[src/hw/rtl/lfr_pkg.sv]
// ---------------------------------------------------------------------------
// lfr_pkg: shared types and constants for the letter frequency ranking
// Bin layout, ASCII anchors and the command/status bundles between the
// controller and the datapath.
// ---------------------------------------------------------------------------
package lfr_pkg;

    localparam int NUM_BINS  = 52;
    localparam int HALF_BINS = 26;
    localparam int BIN_W     = $clog2(NUM_BINS);
    localparam int OUT_CNT_W = 8;
    localparam int CHAR_W    = 8;

    localparam logic [CHAR_W-1:0] CHAR_UPPER_A = 8'h41;
    localparam logic [CHAR_W-1:0] CHAR_UPPER_Z = 8'h5A;
    localparam logic [CHAR_W-1:0] CHAR_LOWER_A = 8'h61;
    localparam logic [CHAR_W-1:0] CHAR_LOWER_Z = 8'h7A;

    // Controller to datapath
    typedef struct packed {
        logic load;        // count the accepted character
        logic scan_start;  // restart a max-search pass over the bins
        logic emit;        // push the pass winner to the output register
        logic emit_empty;  // push the empty report
    } lfr_cmd_t;

    // Datapath to controller
    typedef struct packed {
        logic none_left;   // no nonzero bin remains
        logic last_left;   // exactly one nonzero bin remains
        logic pass_busy;   // search pass still reading or comparing
        logic out_free;    // output register can take a beat this cycle
    } lfr_status_t;

endpackage

[src/hw/rtl/lfr_ctrl.sv]
// ---------------------------------------------------------------------------
// lfr_ctrl: sequencer for the letter frequency ranking
// Accepts characters, waits for the last count to land, then runs one
// max-search pass per reported letter and hands each winner, or the empty report, to the output.
// ---------------------------------------------------------------------------
module lfr_ctrl (
    input  logic                 clk,
    input  logic                 rst_n,
    input  logic                 in_valid,
    input  logic                 in_last,
    output logic                 in_ready,
    input  lfr_pkg::lfr_status_t st,
    output lfr_pkg::lfr_cmd_t    cmd
);
    import lfr_pkg::*;

    localparam logic [2:0] ST_LOAD  = 3'd0;
    localparam logic [2:0] ST_DRAIN = 3'd1;
    localparam logic [2:0] ST_START = 3'd2;
    localparam logic [2:0] ST_SCAN  = 3'd3;
    localparam logic [2:0] ST_EMIT  = 3'd4;
    localparam logic [2:0] ST_EMPTY = 3'd5;

    logic [2:0] state_reg;
    logic [2:0] state_next;
    logic       in_fire;

    assign in_ready = (state_reg == ST_LOAD);
    assign in_fire  = in_valid && in_ready;

    // Next state and commands
    always_comb
    begin
        state_next     = state_reg;
        cmd            = '0;
        cmd.load       = in_fire;
        unique case (state_reg)
            ST_LOAD:
            begin
                if (in_fire && in_last)
                begin
                    state_next = ST_DRAIN;
                end
            end
            ST_DRAIN:
            begin
                state_next = ST_START;
            end
            ST_START:
            begin
                if (st.none_left)
                begin
                    state_next = ST_EMPTY;
                end
                else
                begin
                    cmd.scan_start = 1'b1;
                    state_next     = ST_SCAN;
                end
            end
            ST_SCAN:
            begin
                if (!st.pass_busy)
                begin
                    state_next = ST_EMIT;
                end
            end
            ST_EMIT:
            begin
                if (st.out_free)
                begin
                    cmd.emit   = 1'b1;
                    state_next = st.last_left ? ST_LOAD : ST_START;
                end
            end
            ST_EMPTY:
            begin
                if (st.out_free)
                begin
                    cmd.emit_empty = 1'b1;
                    state_next     = ST_LOAD;
                end
            end
            default:
            begin
                state_next = ST_LOAD;
            end
        endcase
    end

    // State register
    always_ff @(posedge clk or negedge rst_n)
    begin
        if (!rst_n)
        begin
            state_reg <= ST_LOAD;
        end
        else
        begin
            state_reg <= state_next;
        end
    end

endmodule

[src/hw/rtl/lfr_dp.sv]
// ---------------------------------------------------------------------------
// lfr_dp: bin memory, increment pipeline, max search and output register
// Bins live in a one-write, one-read memory with a valid bit per entry;
// an invalid entry reads as zero, so clearing a bin is dropping its bit.
// ---------------------------------------------------------------------------
module lfr_dp #(
    parameter int COUNT_WIDTH = 8
) (
    input  logic                         clk,
    input  logic                         rst_n,
    input  lfr_pkg::lfr_cmd_t            cmd,
    output lfr_pkg::lfr_status_t         st,
    input  logic [lfr_pkg::CHAR_W-1:0]   char_byte,
    output logic                         out_valid,
    input  logic                         out_ready,
    output logic [lfr_pkg::CHAR_W-1:0]   out_letter,
    output logic [lfr_pkg::OUT_CNT_W-1:0] out_count,
    output logic                         out_last
);
    import lfr_pkg::*;

    localparam logic [COUNT_WIDTH-1:0] COUNT_MAX = '1;
    localparam int                     NZ_W      = $clog2(NUM_BINS + 1);
    localparam int                     EXT_W     = COUNT_WIDTH + OUT_CNT_W;

    logic [COUNT_WIDTH-1:0] mem [NUM_BINS];
    logic [NUM_BINS-1:0]    bin_valid_reg;

    logic                   in_letter;
    logic [BIN_W-1:0]       in_bin;
    logic [BIN_W-1:0]       rd_addr;
    logic [COUNT_WIDTH-1:0] rd_data_reg;
    logic                   rd_valid_reg;

    logic                   ld_v_reg;
    logic [BIN_W-1:0]       ld_bin_reg;
    logic                   fwd_v_reg;
    logic [BIN_W-1:0]       fwd_bin_reg;
    logic [COUNT_WIDTH-1:0] fwd_val_reg;
    logic [COUNT_WIDTH-1:0] cur_val;
    logic [COUNT_WIDTH-1:0] inc_val;
    logic [COUNT_WIDTH-1:0] rd_val;

    logic [NZ_W-1:0]        nz_cnt_reg;

    logic                   scan_run_reg;
    logic [BIN_W-1:0]       scan_idx_reg;
    logic                   cmp_v_reg;
    logic [BIN_W-1:0]       cmp_bin_reg;
    logic                   best_v_reg;
    logic [BIN_W-1:0]       best_bin_reg;
    logic [COUNT_WIDTH-1:0] best_cnt_reg;

    logic                   out_valid_reg;
    logic [CHAR_W-1:0]      out_letter_reg;
    logic [OUT_CNT_W-1:0]   out_count_reg;
    logic                   out_last_reg;
    logic [CHAR_W-1:0]      best_code;
    logic [OUT_CNT_W-1:0]   best_sat;
    logic [EXT_W-1:0]       best_ext;

    // Map a character to its bin
    always_comb
    begin
        in_letter = 1'b0;
        in_bin    = '0;
        if (char_byte >= CHAR_UPPER_A && char_byte <= CHAR_UPPER_Z)
        begin
            in_letter = 1'b1;
            in_bin    = BIN_W'(char_byte - CHAR_UPPER_A);
        end
        else if (char_byte >= CHAR_LOWER_A && char_byte <= CHAR_LOWER_Z)
        begin
            in_letter = 1'b1;
            in_bin    = BIN_W'(char_byte - CHAR_LOWER_A) + BIN_W'(HALF_BINS);
        end
    end

    assign rd_addr = scan_run_reg ? scan_idx_reg : in_bin;

    // Current bin value, forwarding the write that just landed
    assign rd_val  = rd_valid_reg ? rd_data_reg : '0;
    assign cur_val = (fwd_v_reg && fwd_bin_reg == ld_bin_reg) ? fwd_val_reg : rd_val;
    assign inc_val = (cur_val == COUNT_MAX) ? cur_val : cur_val + 1'b1;

    // Bin memory: one read, one write per cycle
    always_ff @(posedge clk)
    begin
        rd_data_reg <= mem[rd_addr];
        if (ld_v_reg)
        begin
            mem[ld_bin_reg] <= inc_val;
        end
    end

    // Payload side of the load pipeline
    always_ff @(posedge clk)
    begin
        rd_valid_reg <= bin_valid_reg[rd_addr];
        ld_bin_reg   <= in_bin;
        fwd_bin_reg  <= ld_bin_reg;
        fwd_val_reg  <= inc_val;
        cmp_bin_reg  <= scan_idx_reg;
    end

    // Valid bits, nonzero-bin count and pipeline valids
    always_ff @(posedge clk or negedge rst_n)
    begin
        if (!rst_n)
        begin
            bin_valid_reg <= '0;
            nz_cnt_reg    <= '0;
            ld_v_reg      <= 1'b0;
            fwd_v_reg     <= 1'b0;
        end
        else
        begin
            ld_v_reg  <= cmd.load && in_letter;
            fwd_v_reg <= ld_v_reg;
            if (ld_v_reg)
            begin
                bin_valid_reg[ld_bin_reg] <= 1'b1;
                if (cur_val == '0)
                begin
                    nz_cnt_reg <= nz_cnt_reg + 1'b1;
                end
            end
            else if (cmd.emit)
            begin
                bin_valid_reg[best_bin_reg] <= 1'b0;
                nz_cnt_reg                  <= nz_cnt_reg - 1'b1;
            end
        end
    end

    // Max-search pass: strict compare keeps the lowest bin on ties
    always_ff @(posedge clk or negedge rst_n)
    begin
        if (!rst_n)
        begin
            scan_run_reg <= 1'b0;
            scan_idx_reg <= '0;
            cmp_v_reg    <= 1'b0;
            best_v_reg   <= 1'b0;
        end
        else
        begin
            cmp_v_reg <= scan_run_reg;
            if (cmd.scan_start)
            begin
                scan_run_reg <= 1'b1;
                scan_idx_reg <= '0;
                best_v_reg   <= 1'b0;
            end
            else
            begin
                if (scan_run_reg)
                begin
                    scan_idx_reg <= scan_idx_reg + 1'b1;
                    if (scan_idx_reg == BIN_W'(NUM_BINS - 1))
                    begin
                        scan_run_reg <= 1'b0;
                    end
                end
                if (cmp_v_reg && rd_valid_reg &&
                    (!best_v_reg || rd_data_reg > best_cnt_reg))
                begin
                    best_v_reg <= 1'b1;
                end
            end
        end
    end

    always_ff @(posedge clk)
    begin
        if (!cmd.scan_start && cmp_v_reg && rd_valid_reg &&
            (!best_v_reg || rd_data_reg > best_cnt_reg))
        begin
            best_bin_reg <= cmp_bin_reg;
            best_cnt_reg <= rd_data_reg;
        end
    end

    // Letter code and reported count of the winner
    assign best_code = (best_bin_reg < BIN_W'(HALF_BINS))
                     ? CHAR_UPPER_A + CHAR_W'(best_bin_reg)
                     : CHAR_LOWER_A + CHAR_W'(best_bin_reg - BIN_W'(HALF_BINS));
    assign best_ext  = EXT_W'(best_cnt_reg);
    assign best_sat  = (best_ext > EXT_W'(255)) ? '1 : best_ext[OUT_CNT_W-1:0];

    // Output register
    always_ff @(posedge clk or negedge rst_n)
    begin
        if (!rst_n)
        begin
            out_valid_reg <= 1'b0;
        end
        else if (cmd.emit || cmd.emit_empty)
        begin
            out_valid_reg <= 1'b1;
        end
        else if (out_ready)
        begin
            out_valid_reg <= 1'b0;
        end
    end

    always_ff @(posedge clk)
    begin
        if (cmd.emit)
        begin
            out_letter_reg <= best_code;
            out_count_reg  <= best_sat;
            out_last_reg   <= (nz_cnt_reg == NZ_W'(1));
        end
        else if (cmd.emit_empty)
        begin
            out_letter_reg <= '0;
            out_count_reg  <= '0;
            out_last_reg   <= 1'b1;
        end
    end

    assign out_valid  = out_valid_reg;
    assign out_letter = out_letter_reg;
    assign out_count  = out_count_reg;
    assign out_last   = out_last_reg;

    // Status to the controller
    assign st.none_left = (nz_cnt_reg == '0);
    assign st.last_left = (nz_cnt_reg == NZ_W'(1));
    assign st.pass_busy = scan_run_reg || cmp_v_reg;
    assign st.out_free  = !out_valid_reg || out_ready;

endmodule

[src/hw/rtl/letter_frequency_ranking.sv]
// ---------------------------------------------------------------------------
// letter_frequency_ranking: letter histogram reported by falling count
// Counts A-Z and a-z in 52 saturating bins and, on the last character,
// streams one beat per nonzero bin, count descending then code ascending.
// ---------------------------------------------------------------------------
// Characters are taken one per cycle while the block is loading. The beat
// with tlast set is counted, then input stalls for the ranking: each
// reported letter costs one search pass over the bin memory, which has a
// single read port, so each letter waits for a pass over all NUM_BINS
// bins plus any output stall; a drain state lets the last count land
// first, ahead of the first pass. A text with no letters yields one
// beat with letter 0, count 0 and tlast set. Bins are empty again when the
// last beat is handed to the output register, and the next text may start
// while that beat waits. Counts wider than 8 bits report as 255 when above.
module letter_frequency_ranking #(
    parameter int COUNT_WIDTH = 8
) (
    input  logic        clk,
    input  logic        rst_n,
    input  logic        s_axis_tvalid,
    output logic        s_axis_tready,
    input  logic [7:0]  s_axis_tdata,   // [7:0] char_byte
    input  logic        s_axis_tlast,   // is_last
    output logic        m_axis_tvalid,
    input  logic        m_axis_tready,
    output logic [15:0] m_axis_tdata,   // [7:0] letter, [15:8] letter_count
    output logic        m_axis_tlast    // last_of_run
);
    import lfr_pkg::*;

    lfr_cmd_t             cmd;
    lfr_status_t          st;
    logic [CHAR_W-1:0]    out_letter;
    logic [OUT_CNT_W-1:0] out_count;

    lfr_ctrl u_ctrl (
        .clk      (clk),
        .rst_n    (rst_n),
        .in_valid (s_axis_tvalid),
        .in_last  (s_axis_tlast),
        .in_ready (s_axis_tready),
        .st       (st),
        .cmd      (cmd)
    );

    lfr_dp #(
        .COUNT_WIDTH (COUNT_WIDTH)
    ) u_dp (
        .clk        (clk),
        .rst_n      (rst_n),
        .cmd        (cmd),
        .st         (st),
        .char_byte  (s_axis_tdata),
        .out_valid  (m_axis_tvalid),
        .out_ready  (m_axis_tready),
        .out_letter (out_letter),
        .out_count  (out_count),
        .out_last   (m_axis_tlast)
    );

    assign m_axis_tdata = {out_count, out_letter};

endmodule

[config.mk]
export PLATFORM = sky130hd
export DESIGN_NAME = letter_frequency_ranking
export DESIGN_NICKNAME = d
export VERILOG_FILES = /design/src/hw/rtl/lfr_pkg.sv /design/src/hw/rtl/lfr_ctrl.sv /design/src/hw/rtl/lfr_dp.sv /design/src/hw/rtl/letter_frequency_ranking.sv
export SDC_FILE = /design/constraint.sdc
export NUM_CORES = 1
export LEC_CHECK = 0
export BUFFER_PORTS_ARGS = -buffer_cell sky130_fd_sc_hd__buf_4
export CAP_MARGIN = 20
export CORE_MARGIN = 4
export CORE_UTILIZATION = 45
export DETAILED_ROUTE_END_ITERATION = 10
export HOLD_SLACK_MARGIN = 0.1
export REMOVE_ABC_BUFFERS = 1
export SLEW_MARGIN = 20
export SYNTH_ARGS = -nofsm -noshare
export SYNTH_HDL_FRONTEND = slang
export SYNTH_SLANG_ARGS = --single-unit
[constraint.sdc]
create_clock -name clk -period 12.4 [get_ports clk]
set_input_delay 1.24 -clock clk [delete_from_list [all_inputs] [get_ports clk]]
set_output_delay 1.24 -clock clk [all_outputs]
set_load 0.005 [all_outputs]
* After elaboration in Yosys (flattened, before gate mapping)
Memories as Yosys holds them, arrays and structs flattened. A register that Yosys moved wholly into a read port is not among the register bits.
Cells that the tools add are included.
** Word-level totals
- Register bits after elaboration :: 131
- RAM bits :: 416
- Input port bits :: 13
- Output and inout bits :: 19
- Logic and storage cells :: 139
- Memories kept :: 1
** Operators by class
- Add/subtract/negate cells :: 10
- Order comparisons :: 12
- Eq/ne operators :: 14
- Mux-type cells :: 49
- Bitwise logic cells :: 3
- Reduce and logical (&&, ||, !) cells :: 30
** Memory list
- u_dp.mem :: words 52, bits a word 8, read ports 1, clocked after Yosys merged registers in 1, wr ports 1, RTL line lfr_dp.sv:26 : logic [COUNT_WIDTH-1:0] mem [NUM_BINS];
** Operator list (number)
- 2-to-1 mux 52 bit :: 2
- 2-to-1 mux 8 bit :: 8
- bitwise AND 52 bit :: 1
- inverter 52 bit :: 1
- bitwise OR 52 bit :: 1
- 2-to-1 mux 6 bit :: 8
- < comparator 6 x 7 -> 1 bit, second input constant :: 3
- 2-to-1 mux 1 bit :: 21
- case mux 3 bit (6 select lines) :: 1
- greater-or-equal comparator 8 x 7 -> 1 bit, second input constant :: 2
- <= comparator 8 x 7 -> 1 bit, second input constant :: 2
- 2-to-1 mux 3 bit :: 5
- logical AND 1 bit :: 13
- adder 6 x 1 -> 6 bit, second input constant :: 2
- demux 1 bit (select 6 bit) :: 2
- greater-or-equal comparator 6 x 1 -> 1 bit, second input constant :: 2
- subtractor 6 x 1 -> 6 bit, second input constant :: 2
- != test 2 bit, second input constant :: 5
- nonzero test 2 bit :: 5
- adder 7 x 6 -> 8 bit, first input constant :: 1
- adder 7 x 8 -> 8 bit, first input constant :: 1
- adder 8 x 1 -> 8 bit, second input constant :: 1
- == test 8 bit, second input constant :: 1
- greater-than comparator 8 bit :: 1
- other kinds (20) :: 27

* Depth between registers and ports, before layout
Gate-level depths: netlist (run 1).
- Word-level depth :: 8
- Mapped depth :: 17
- Mapped depth without buffers :: 12

* Modules after synthesis
Synthesis (run 1) repeated with hierarchy kept, for this count alone.
** Second synthesis, totals
- Cell total of the unflattened synthesis :: 1722
- Area, all modules :: 23327.4 um^2
** Modules (own cells, without submodules)
- lfr_dp :: times used 1, cells each 1695, area an instance 23103.4 um^2, sequential area each 15875.2 um^2
- lfr_ctrl :: times used 1, cells each 27, area an instance 224.0 um^2, sequential area each 75.1 um^2

* Least setup slack after synthesis (run 1)
Ideal clock, no wire load.
- Path type :: register -> register
- From :: reg u_dp.ld_bin_reg[0]
- To :: mem u_dp.mem[0][1], data pin
- Library setup time :: 0.616 ns
- Arrival :: 4.576 ns
- Required time :: 11.784 ns
- Slack :: 7.208 ns
- Stages on the path, launching flop included :: 11
- Path buffers :: 2
- Period minus slack after synthesis :: 5.192 ns
- Cell sequence :: dfxtp_1 -> clkbuf_1 -> xnor2_1 -> nand4_1 -> nor4_1 -> buf_2 -> mux2i_1 -> nand3_1 -> nor3b_1 -> nand2_1 -> o21ai_0
** Between the ends
- Cells in the longest elaborated chain, start to end :: 5
- Elaborated cells between the ends (all ways) :: 6
- Those cells by class :: 1 x add/sub; 2 x eq/ne; 2 x mux; 1 x reduce/logical
** RTL lines
- start, declared :: RTL line lfr_dp.sv:36 : logic [BIN_W-1:0] ld_bin_reg;
- start signal, assigned :: RTL line lfr_dp.sv:100 : ld_bin_reg <= in_bin;
- == test 6 bit * :: RTL line lfr_dp.sv:83 : assign cur_val = (fwd_v_reg && fwd_bin_reg == ld_bin_reg) ? fwd_val_reg : rd_val;
- logical AND 1 bit * :: RTL line lfr_dp.sv:83
- 2-to-1 mux 8 bit * :: RTL line lfr_dp.sv:83
- adder 8 x 1 -> 8 bit / == test 8 bit (equally long branches) :: RTL line lfr_dp.sv:84 : assign inc_val = (cur_val == COUNT_MAX) ? cur_val : cur_val + 1'b1;
- 2-to-1 mux 8 bit * :: RTL line lfr_dp.sv:84
- via u_dp.inc_val[1] :: RTL line lfr_dp.sv:41 : logic [COUNT_WIDTH-1:0] inc_val;
- end, declared :: RTL line lfr_dp.sv:26
The timed path passes the listed nets; every way through them passes the cells marked *.

* Final worst setup path (run 1)
- From :: in s_axis_tdata[0]
- To :: reg u_dp.rd_data_reg[3] (read register of u_dp.mem)
** Between the ends
- Cells in the longest elaborated chain, start to end :: 5
- Elaborated cells between the ends (all ways) :: 12
- Those cells by class :: 3 x add/sub; 4 x order compare; 3 x mux; 2 x reduce/logical
** RTL lines
- start, declared :: RTL line letter_frequency_ranking.sv:22 : input logic [7:0] s_axis_tdata,
- subtractor 6 bit (tied with other cells) :: RTL line lfr_dp.sv:75 : in_bin = BIN_W'(char_byte - CHAR_LOWER_A) + BIN_W'(HALF_BINS);
- adder 6 x 5 -> 6 bit / logical AND 1 bit (equally long branches) :: RTL line lfr_dp.sv:75, lfr_dp.sv:72
- 2-to-1 mux 6 bit :: RTL line lfr_dp.sv:72 : else if (char_byte >= CHAR_LOWER_A && char_byte <= CHAR_LOWER_Z)
- 2-to-1 mux 6 bit * :: RTL line lfr_dp.sv:67 : if (char_byte >= CHAR_UPPER_A && char_byte <= CHAR_UPPER_Z)
- 2-to-1 mux 6 bit * :: RTL line lfr_dp.sv:79 : assign rd_addr = scan_run_reg ? scan_idx_reg : in_bin;
- end, declared :: RTL line lfr_dp.sv:32 : logic [COUNT_WIDTH-1:0] rd_data_reg;
Every way passes the cells marked *; elsewhere a longest branch is shown, timed or not.
A chain may end at the register's enable or synchronous reset.

==> results of run 1 <==
[where the power goes]
part           switching [mW]  leakage (nW)  internal (mW)
clock                   0.700         0.884          0.956
combinational            1.57          3.36          0.658
sequential              0.132          5.16           2.49
total                    2.41          9.40           4.11
[per-stage QoR]
stage,power (mW),hold slack (ns)
after floorplan,4.00,0.386
after global placement,4.84,0.387
after detailed placement,4.88,0.389
after CTS,6.53,0.401
after global routing,6.82,0.412
final,6.51,0.403
[cell families after synthesis]
family | Yosys count
AND/OR/NAND/NOR | 712
buffers and inverters | 142
AO/OA/AOI/OAI | 340
multiplexers | 108
flip-flops | 555
XOR/XNOR | 27
adder cells (fa/ha/maj) | 25
[final cells by class]
| type | count | area [um2] | share of cell area |
|---|---|---|---|
| inverters | 25 | 93.8 | 0.00352 |
| clock inverters | 20 | 178 | 0.00666 |
| clock buffers | 85 | 1610 | 0.0604 |
| multi-input cells | 1212 | 7500 | 0.281 |
| well taps | 688 | 861 | 0.0323 |
| repair buffers | 66 | 495 | 0.0186 |
| flip-flops and latches | 555 | 16000 | 0.598 |
[worst reg2reg max path, stage by stage (launching register included)]
cell       delay, ns
dfrtp_1         0.35
clkinv_1        0.47
and3_1          0.43
a221oi_1        0.46
a22o_2          0.67
buf_4           0.64
mux2i_1         0.32
mux2i_1         0.11
a2111oi_1       0.80
o2111ai_1       0.22
o31a_1          0.14
[cell usage after synthesis (5+ instances only)]
library cell	number
edfxtp_1	447
nand2_1	327
nor2_1	150
nand3_1	91
mux2i_1	78
a21oi_1	76
dfrtp_1	73
clkbuf_1	49
and3_1	48
buf_2	45
a31oi_1	43
o21ai_0	39
dfxtp_1	35
a311oi_1	33
ha_1	25
inv_1	24
a211oi_1	21
mux2_2	21
o22a_1	20
nor2b_1	18
a221oi_1	17
xnor2_1	17
nor3_1	16
o22ai_1	14
nand4_1	12
buf_4	11
nor4_1	10
xor2_1	10
mux4_2	9
nand2b_1	9
buf_1	8
a32oi_1	7
and2_1	7
o211ai_1	7
o311ai_0	7
a2111oi_0	6
or3_1	6
a21o_1	5
[final timing paths]
check | startpoint | cells past startpoint | endpoint | slack [ns]
setup / recovery | s_axis_tdata[0] | 13 | u_dp.rd_data_reg[3] | 6.56
hold / removal | u_dp.cmp_bin_reg[2] | 0 | u_dp.best_bin_reg[2] | 0.40
setup reg to reg | u_dp.scan_run_reg | 10 | u_dp.rd_data_reg[6] | 7.68
hold reg to reg | u_dp.cmp_bin_reg[2] | 0 | u_dp.best_bin_reg[2] | 0.40
max in group asynchronous | rst_n | 1 | u_dp.bin_valid_reg[27] | 10.92
min in group asynchronous | rst_n | 1 | u_ctrl.state_reg[0] | 0.77
[layer usage]
metal  vias up  routed length [um]  global-route usage
met2       758               29400               0.344
met1      7985               27800               0.325
li1       7154                   -                   -
met4         0                2720              0.0871
met5         -                   0                   0
met3       143                6140              0.0481
==> flow_summary.yaml, run 1 <==
run_status:
  status: "finished, final reports clean"
cells_and_area:
  largest_reg_flops: 416
  nets: 1955
  final_cells: 2651
  area_growth_pct: 11.5
  drive_above_1_share: 0.110
  layout_commonest_cell: "edfxtp_1"
  layout_common_cells: "edfxtp_1, nand2_1, nor2_1"
  diodes: 0
  final_core_util: 0.507
  nFillCells: 4491
  final_area_um2: 26700
global_route:
  first_global_vias: 15100
  grt_pass1_wl_mm: 98.3
  grt_use_total: 0.228
  grt_max_degree: 86
  antenna_found_initial: 1
  grt-ovfl-total: 0
sta:
  rsz0062_at_grt: "no"
  slew_headroom: 0.240
  finalSetupViolations: 0
  finalHoldViolCount: 0
  fin_crit_sh: 0.471
  final-max-slew-violation-count: 0
  worst_pin_slew_ns: 1.14
  fin_skew_ns: 0.0201
  max_freq_mhz: 171
  period_needed_ns: 5.84
  fin_setup_tns_ns: 0
  fin_ws_ns: 6.56
yosys:
  synth_mux_area_frac: 0.0510
  ys_ff_latch: 555
  yosys.area_share.simple: 0.133
  syn_inst: 1909
  synth_area_leader_cell: "edfxtp_1"
  synth_adder_area_share: 0.0131
  synth_edf_count: 447
  synth-compound-area-share: 0.0996
  synth_flop_cell: "edfxtp_1"
  synth_top_area_frac: 0.561
  synth_xor_area_frac: 0.00988
  synth_area_leaders: "edfxtp_1, dfrtp_1, nand2_1, mux2i_1, dfxtp_1"
  syn_area_um2: 23900
  ys_types: 79
  yosys_warnings: 0
  yosysSeqAreaShare: 0.666
  synthArstFlopShare: 0.132
  avgSynthCellArea_um2: 12.5
  synth_top_family_by_area: "simple AND/OR/NAND/NOR gates"
flow_run:
  cap_violations: 0
drt:
  drt_pass1_iterations: 8
  avgViaCountPerCell: 6.05
  wl_per_cell_um: 24.9
  routed_wl_mm: 66.0
  postRouteAntennaNets: 0
  drc_errors: 0
  drt_iter0_markers: 1641
  vias: 16000
clocking:
  htree_levels: 2
  clk_latency_ns: 0.61
  cts-root-buf: "clkbuf_16"
  clock_sinks: 555
  tritoncts: "yes"
  cts-hold-fix-buffers: 0
  clk_pin_slew_ns: 0.06
  clockBufferDepth: 3
  post_cts_resize_count: 0
  cts_buffers: 57
  postCtsSetupRepairBufs: 0
worst_setup_path:
  critical_path_class: "in2reg"
  slowest_delay_ns: 0.79
  cp_top_family: "simple AND/OR/NAND/NOR gates"
  startpoint_type: "primary input"
  worstSetupEndpointType: "flop"
  arrival_ns: 6.29
  crit_fanout: 85
  worstPathCellList: "buf_4, inv_1, ha_1, nor4b_2, and2_1, a211o_1, nand2_8, buf_4, mux2i_1, mux2_2, o22ai_1, nor4_1, a311oi_1"
  worst-path-buf-inv: 3
  cpMostUsedCell: "buf_4"
  crit_slowest_cell: "nor4_1"
  required_ns: 12.85
pwr:
  power_density_nw_per_um2: 244
  p_leak_nw: 9.40
  peakVddDrop_mv: 0.140
floorplanning:
  start_util: 0.455
  die_area_um2: 56900
  io_pins: 32
  fp.dieH_um: 239
  num_rows: 84
  floorplan.die.width_um: 239
  core_um2: 52700
placement:
  dp_cells: 2545
  io_buffers: 31
  placement.cell_area_um2: 24900
  hpwl_mm: 41.6
  globalplace.congestion: 0.895
  place_ws_ns: 5.83
hold_path:
  hp-class: "reg2reg"
No activity file was read; power rests on OpenSTA's default activity.
==> run 2, diff against run 1 <==
==> constraint.sdc (replaced) <==
create_clock -name clk -period 5.89 [get_ports clk]
set_input_delay 0.589 -clock clk [delete_from_list [all_inputs] [get_ports clk]]
set_output_delay 0.589 -clock clk [all_outputs]
set_load 0.005 [all_outputs]
==> flow_summary.yaml, run 2 (synthesis results as in run 1) <==
clocking:
  cts-root-buf: "clkbuf_16"
  htree_levels: 2
  clk_latency_ns: 0.61
  post_cts_resize_count: 0
  tritoncts: "yes"
  cts_buffers: 57
  clock_sinks: 555
  clockBufferDepth: 3
  clk_pin_slew_ns: 0.06
global_route:
  grt_max_degree: 65
  first_global_vias: 15100
  antenna_found_initial: 2
  grt_pass1_wl_mm: 100
  grt-ovfl-total: 0
  grt_use_total: 0.233
pwr:
  pwr-share-comb: 0.348
  peakVddDrop_mv: 0.352
  p_leak_nw: 9.51
  sw_frac_of_total: 0.372
  p_total_mw: 13.9
  p_clk_frac: 0.255
  internal_power_mw: 8.75
  power_density_nw_per_um2: 518
  power_switching_mw: 5.19
  power.share.sequential: 0.397
worst_setup_path:
  startpoint_type: "primary input"
  r2r_end: "u_dp.mem[6][1]"
  crit_fanout: 24
  worst-path-buf-inv: 3
  cp_top_family: "compound AO/OA/AOI/OAI gates"
  reg2reg_from: "u_dp.ld_bin_reg[2]"
  worstSetupEndpointType: "flop"
  slowest_delay_ns: 0.78
  crit_slowest_cell: "a21boi_1"
  required_ns: 6.39
  arrival_ns: 5.32
  reg2reg_slack_ns: 1.56
  worstPathCellList: "buf_4, inv_1, ha_1, nor4b_2, and2_1, a221oi_1, o21ai_0, inv_1, a21boi_1, nand2_1, a311oi_1, a311oi_1, a22o_1"
  critical_path_class: "in2reg"
  rr_worst_depth: 9
drt:
  vias: 16100
  postRouteAntennaNets: 0
  drt_pass1_iterations: 5
  drt_iter0_markers: 1771
  drc_errors: 0
  wl_per_cell_um: 25.4
  avgViaCountPerCell: 6.02
  routed_wl_mm: 67.7
placement:
  place_ws_ns: 0.576
  hpwl_mm: 43.7
  placement.cell_area_um2: 25000
  globalplace.congestion: 0.881
  io_buffers: 31
sta:
  max_freq_mhz: 208
  final-max-slew-violation-count: 0
  finalHoldViolCount: 0
  fin_crit_sh: 0.818
  rsz0062_at_grt: "no"
  slew_headroom: 0.259
  fin_skew_ns: 0.0152
  finalSetupViolations: 0
  period_needed_ns: 4.82
  fin_ws_ns: 1.07
  worst_pin_slew_ns: 1.11
floorplanning:
  start_util: 0.455
  num_rows: 84
  io_pins: 32
  die_area_um2: 56900
  core_um2: 52700
  fp.dieH_um: 239
  floorplan.die.width_um: 239
cells_and_area:
  final_core_util: 0.511
  nFillCells: 4422
  area_growth_pct: 12.5
  largest_reg_flops: 416
  diodes: 0
  drive_above_1_share: 0.121
  layout_common_cells: "edfxtp_1, nand2_1, nor2_1"
  layout_commonest_cell: "edfxtp_1"
  nets: 1976
  final_area_um2: 26900
hold_path:
  hp-start: "s_axis_tvalid"
  min_path_cells: 2
  hp-class: "in2reg"
  whs_endpoint: "u_dp.ld_v_reg"
run_status:
  status: "finished, final reports clean"
flow_run:
  cap_violations: 0
-- run 2: changes by cell type in the layout (fill, tap and decap cells not counted), moves of 2 or more --
cell	delta
buf_4	+16
clkinv_4	+3
a2111oi_1	-2
clkinv_2	-4
clkbuf_8	-3
inv_6	-2
clkbuf_1	-12
clkinvlp_4	+7
clkinv_1	+7
buf_12	+2
a2111oi_0	+2
bufinv_16	+2
-- run 2: how the worst max path moves through the flow --
stage / startpoint / endpoint / slack, ns / depth (start not counted)
finish: s_axis_tdata[0] / u_dp.rd_data_reg[1] / 1.07 / 13
global route: s_axis_tdata[0] / u_dp.rd_data_reg[1] / 0.86 / 13
CTS: s_axis_tdata[0] / u_dp.rd_data_reg[1] / 1.22 / 13
detailed placement: s_axis_tdata[0] / u_dp.rd_data_reg[1] / 0.58 / 13
global placement: s_axis_tdata[0] / u_dp.rd_data_reg[1] / 0.63 / 13
floorplan: s_axis_tdata[0] / u_dp.rd_valid_reg / -0.16 / 11
-- run 2: worst reg2reg max path: stages, from the launching register on --
cell     delay [ns]
dfxtp_1        0.67
xor2_1         0.17
nor4_2         0.27
buf_4          0.24
mux2i_1        0.64
nand3_1        0.23
nor3b_1        0.42
nand2_1        0.39
o21ai_4        0.53
buf_4          0.49
-- run 2: final cells by class --
| class | count | area (um2) | share of cell area |
|---|---|---|---|
| sequential | 555 | 16000 | 0.592 |
| multi-input combinational | 1212 | 7500 | 0.279 |
| clock buffer | 70 | 1530 | 0.0566 |
| tap | 688 | 861 | 0.0320 |
| timing repair buffer | 87 | 692 | 0.0257 |
| clock inverter | 33 | 305 | 0.0113 |
| inverter | 25 | 93.8 | 0.00348 |
-- run 2: per-stage QoR --
step                std cells  setup TNS (ns)  hold slack [ns]
floorplan                1792          -0.157            0.293
global placement         2563               0            0.386
detailed placement       2564               0            0.391
CTS                      2668               0            0.216
global route             2670               0            0.233
finish                   2670               0            0.248
-- run 2: power by group through the flow --
stage	registers (mW)	logic, mW	clock network, mW
floorplan	5.58	2.85	0
finish	5.54	4.85	3.55
CTS	5.53	4.84	3.60
global route	5.56	5.23	3.76
detailed placement	5.61	4.82	0
global placement	5.60	4.76	0
-- run 2: routing by layer --
| metal | part of all wire | track usage | vias to the layer above |
|---|---|---|---|
| met4 | 0.025 | 0.0626 | 0 |
| met2 | 0.45 | 0.357 | 735 |
| met5 | 0 | 0 | - |
| met1 | 0.44 | 0.344 | 8047 |
| met3 | 0.090 | 0.0458 | 100 |
| li1 | - | - | 7191 |
-- run 2: what timing repair did --
item / 4_1_cts / 5_1_grt
hold buffers: 1 / 0
buffers inserted: 0 / 0
hold endpoints to repair: 9 / 0
==> run 3, diff against run 2 <==
==> constraint.sdc (replaced) <==
create_clock -name clk -period 4.9 [get_ports clk]
set_input_delay 0.49 -clock clk [delete_from_list [all_inputs] [get_ports clk]]
set_output_delay 0.49 -clock clk [all_outputs]
set_load 0.005 [all_outputs]
==> flow_summary.yaml, run 3 (synthesis results as in run 1) <==
sta:
  slew_headroom: 0.219
  fin_crit_sh: 0.827
  fin_ws_ns: 0.849
  finalSetupViolations: 0
  finalHoldViolCount: 0
  fin_setup_tns_ns: 0
  max_freq_mhz: 247
  worst_pin_slew_ns: 1.17
  final-max-slew-violation-count: 0
  rsz0062_at_grt: "no"
  fin_skew_ns: 0.0154
  period_needed_ns: 4.05
floorplanning:
  floorplan.die.width_um: 239
  fp.dieH_um: 239
  core_um2: 52700
  die_area_um2: 56900
  start_util: 0.455
  num_rows: 84
  io_pins: 32
drt:
  avgViaCountPerCell: 6.04
  drt_pass1_iterations: 5
  wl_per_cell_um: 25.0
  drc_errors: 0
  postRouteAntennaNets: 0
  drt_iter0_markers: 1721
  routed_wl_mm: 67.0
  vias: 16200
worst_setup_path:
  cp-startpoint: "u_dp.scan_run_reg"
  crit_fanout: 17
  critical_path_class: "reg2reg"
  arrival_ns: 4.56
  worstSetupEndpointType: "flop"
  reg2reg_from: "u_dp.scan_run_reg"
  reg2reg_slack_ns: 0.85
  startpoint_type: "flop"
  rr_worst_depth: 11
  r2r_end: "u_dp.rd_data_reg[7]"
  required_ns: 5.41
cells_and_area:
  layout_common_cells: "edfxtp_1, nand2_1, nor2_1"
  layout_commonest_cell: "edfxtp_1"
  final_area_um2: 27100
  nets: 1978
  drive_above_1_share: 0.122
  area_growth_pct: 13.3
  diodes: 0
  final_core_util: 0.515
  largest_reg_flops: 416
placement:
  placement.cell_area_um2: 25100
  io_buffers: 31
  place_ws_ns: 0.493
  globalplace.congestion: 0.891
  hpwl_mm: 43.5
global_route:
  busiest_layer: "met2"
  first_global_vias: 15600
  gr-usage-met3: 0.0345
  grt_use_total: 0.232
  grt_pass1_wl_mm: 100
  grt_util_met1: 0.341
  grt-ovfl-total: 0
  grt_max_degree: 74
  antenna_found_initial: 0
  use_met2: 0.358
flow_run:
  cap_violations: 0
clocking:
  cts-root-buf: "clkbuf_16"
  clk_pin_slew_ns: 0.06
  post_cts_resize_count: 0
  clockBufferDepth: 3
  cts_buffers: 58
  htree_levels: 2
  cts-hold-fix-buffers: 1
  tritoncts: "yes"
  clk_latency_ns: 0.61
  postCtsSetupRepairBufs: 0
  clock_sinks: 555
hold_path:
  hp-start: "s_axis_tvalid"
  whs_endpoint: "u_dp.ld_v_reg"
  hp-class: "in2reg"
  min_path_cells: 2
pwr:
  peakVddDrop_mv: 0.430
  p_leak_nw: 9.63
  power_density_nw_per_um2: 627
  p_total_mw: 17.0
run_status:
  status: "finished, final reports clean"
==> run 3: changes by cell type in the layout (fill, tap and decap cells not counted), sizes merged <==
| cell | previous run | this run |
|---|---|---|
| buf | 86 | 87 |
| clkbuf | 70 | 78 |
| clkinvlp | 7 | 2 |
| inv | 24 | 26 |
| clkinv | 22 | 19 |
| bufinv | 5 | 7 |
==> run 3: layout make-up <==
cell class / count / area [um2]
Sequential cell: 555 / 16000
Clock buffer: 78 / 1640
Multi-Input combinational cell: 1212 / 7490
Clock inverter: 29 / 324
Inverter: 25 / 93.8
Tap cell: 688 / 861
Timing Repair Buffer: 88 / 771
Fill cell: 4463 / 25500
==> run 3: critical path, cell delays in order (launching register included) <==
cell and delay (ns):
dfrtp_1 0.61, clkinv_1 0.36, and3_1 0.29, a221oi_1 0.48, a22o_2 0.56, buf_4 0.29
buf_4 0.27, nand2_1 0.09, and3_1 0.17, o21ai_0 0.20, o311ai_0 0.24, a311oi_1 0.35
==> run 3: where the power goes <==
part           internal, mW  leakage, nW  switching [mW]
combinational          1.81         3.50            4.04
sequential             6.30         5.16           0.335
clock                  2.70        0.963            1.82
==> run 3: routing by layer <==
layer	up-vias	wire, um	part of all wire
met2	680	30500	0.46
met3	113	5260	0.079
met4	0	1930	0.029
met5	-	0	0
li1	7185	-	-
met1	8177	29300	0.44
==> run 3: stage by stage <==
stage,hold slack [ns],std cells
after detailed placement,0.390,2565
after global placement,0.386,2564
after floorplan,0.194,1792
final,0.157,2675
after global routing,0.153,2675
after CTS,0.130,2673
==> run 3: worst max path at each step <==
stage,depth (start not counted),slack (ns),endpoint
after floorplan,11,-1.05,u_dp.rd_valid_reg
after global placement,14,0.48,u_dp.rd_valid_reg
after detailed placement,15,0.49,u_dp.rd_data_reg[7]
after CTS,10,0.83,u_dp.mem[47][4]
after global routing,10,0.48,u_dp.mem[49][4]
final,11,0.85,u_dp.rd_data_reg[7]
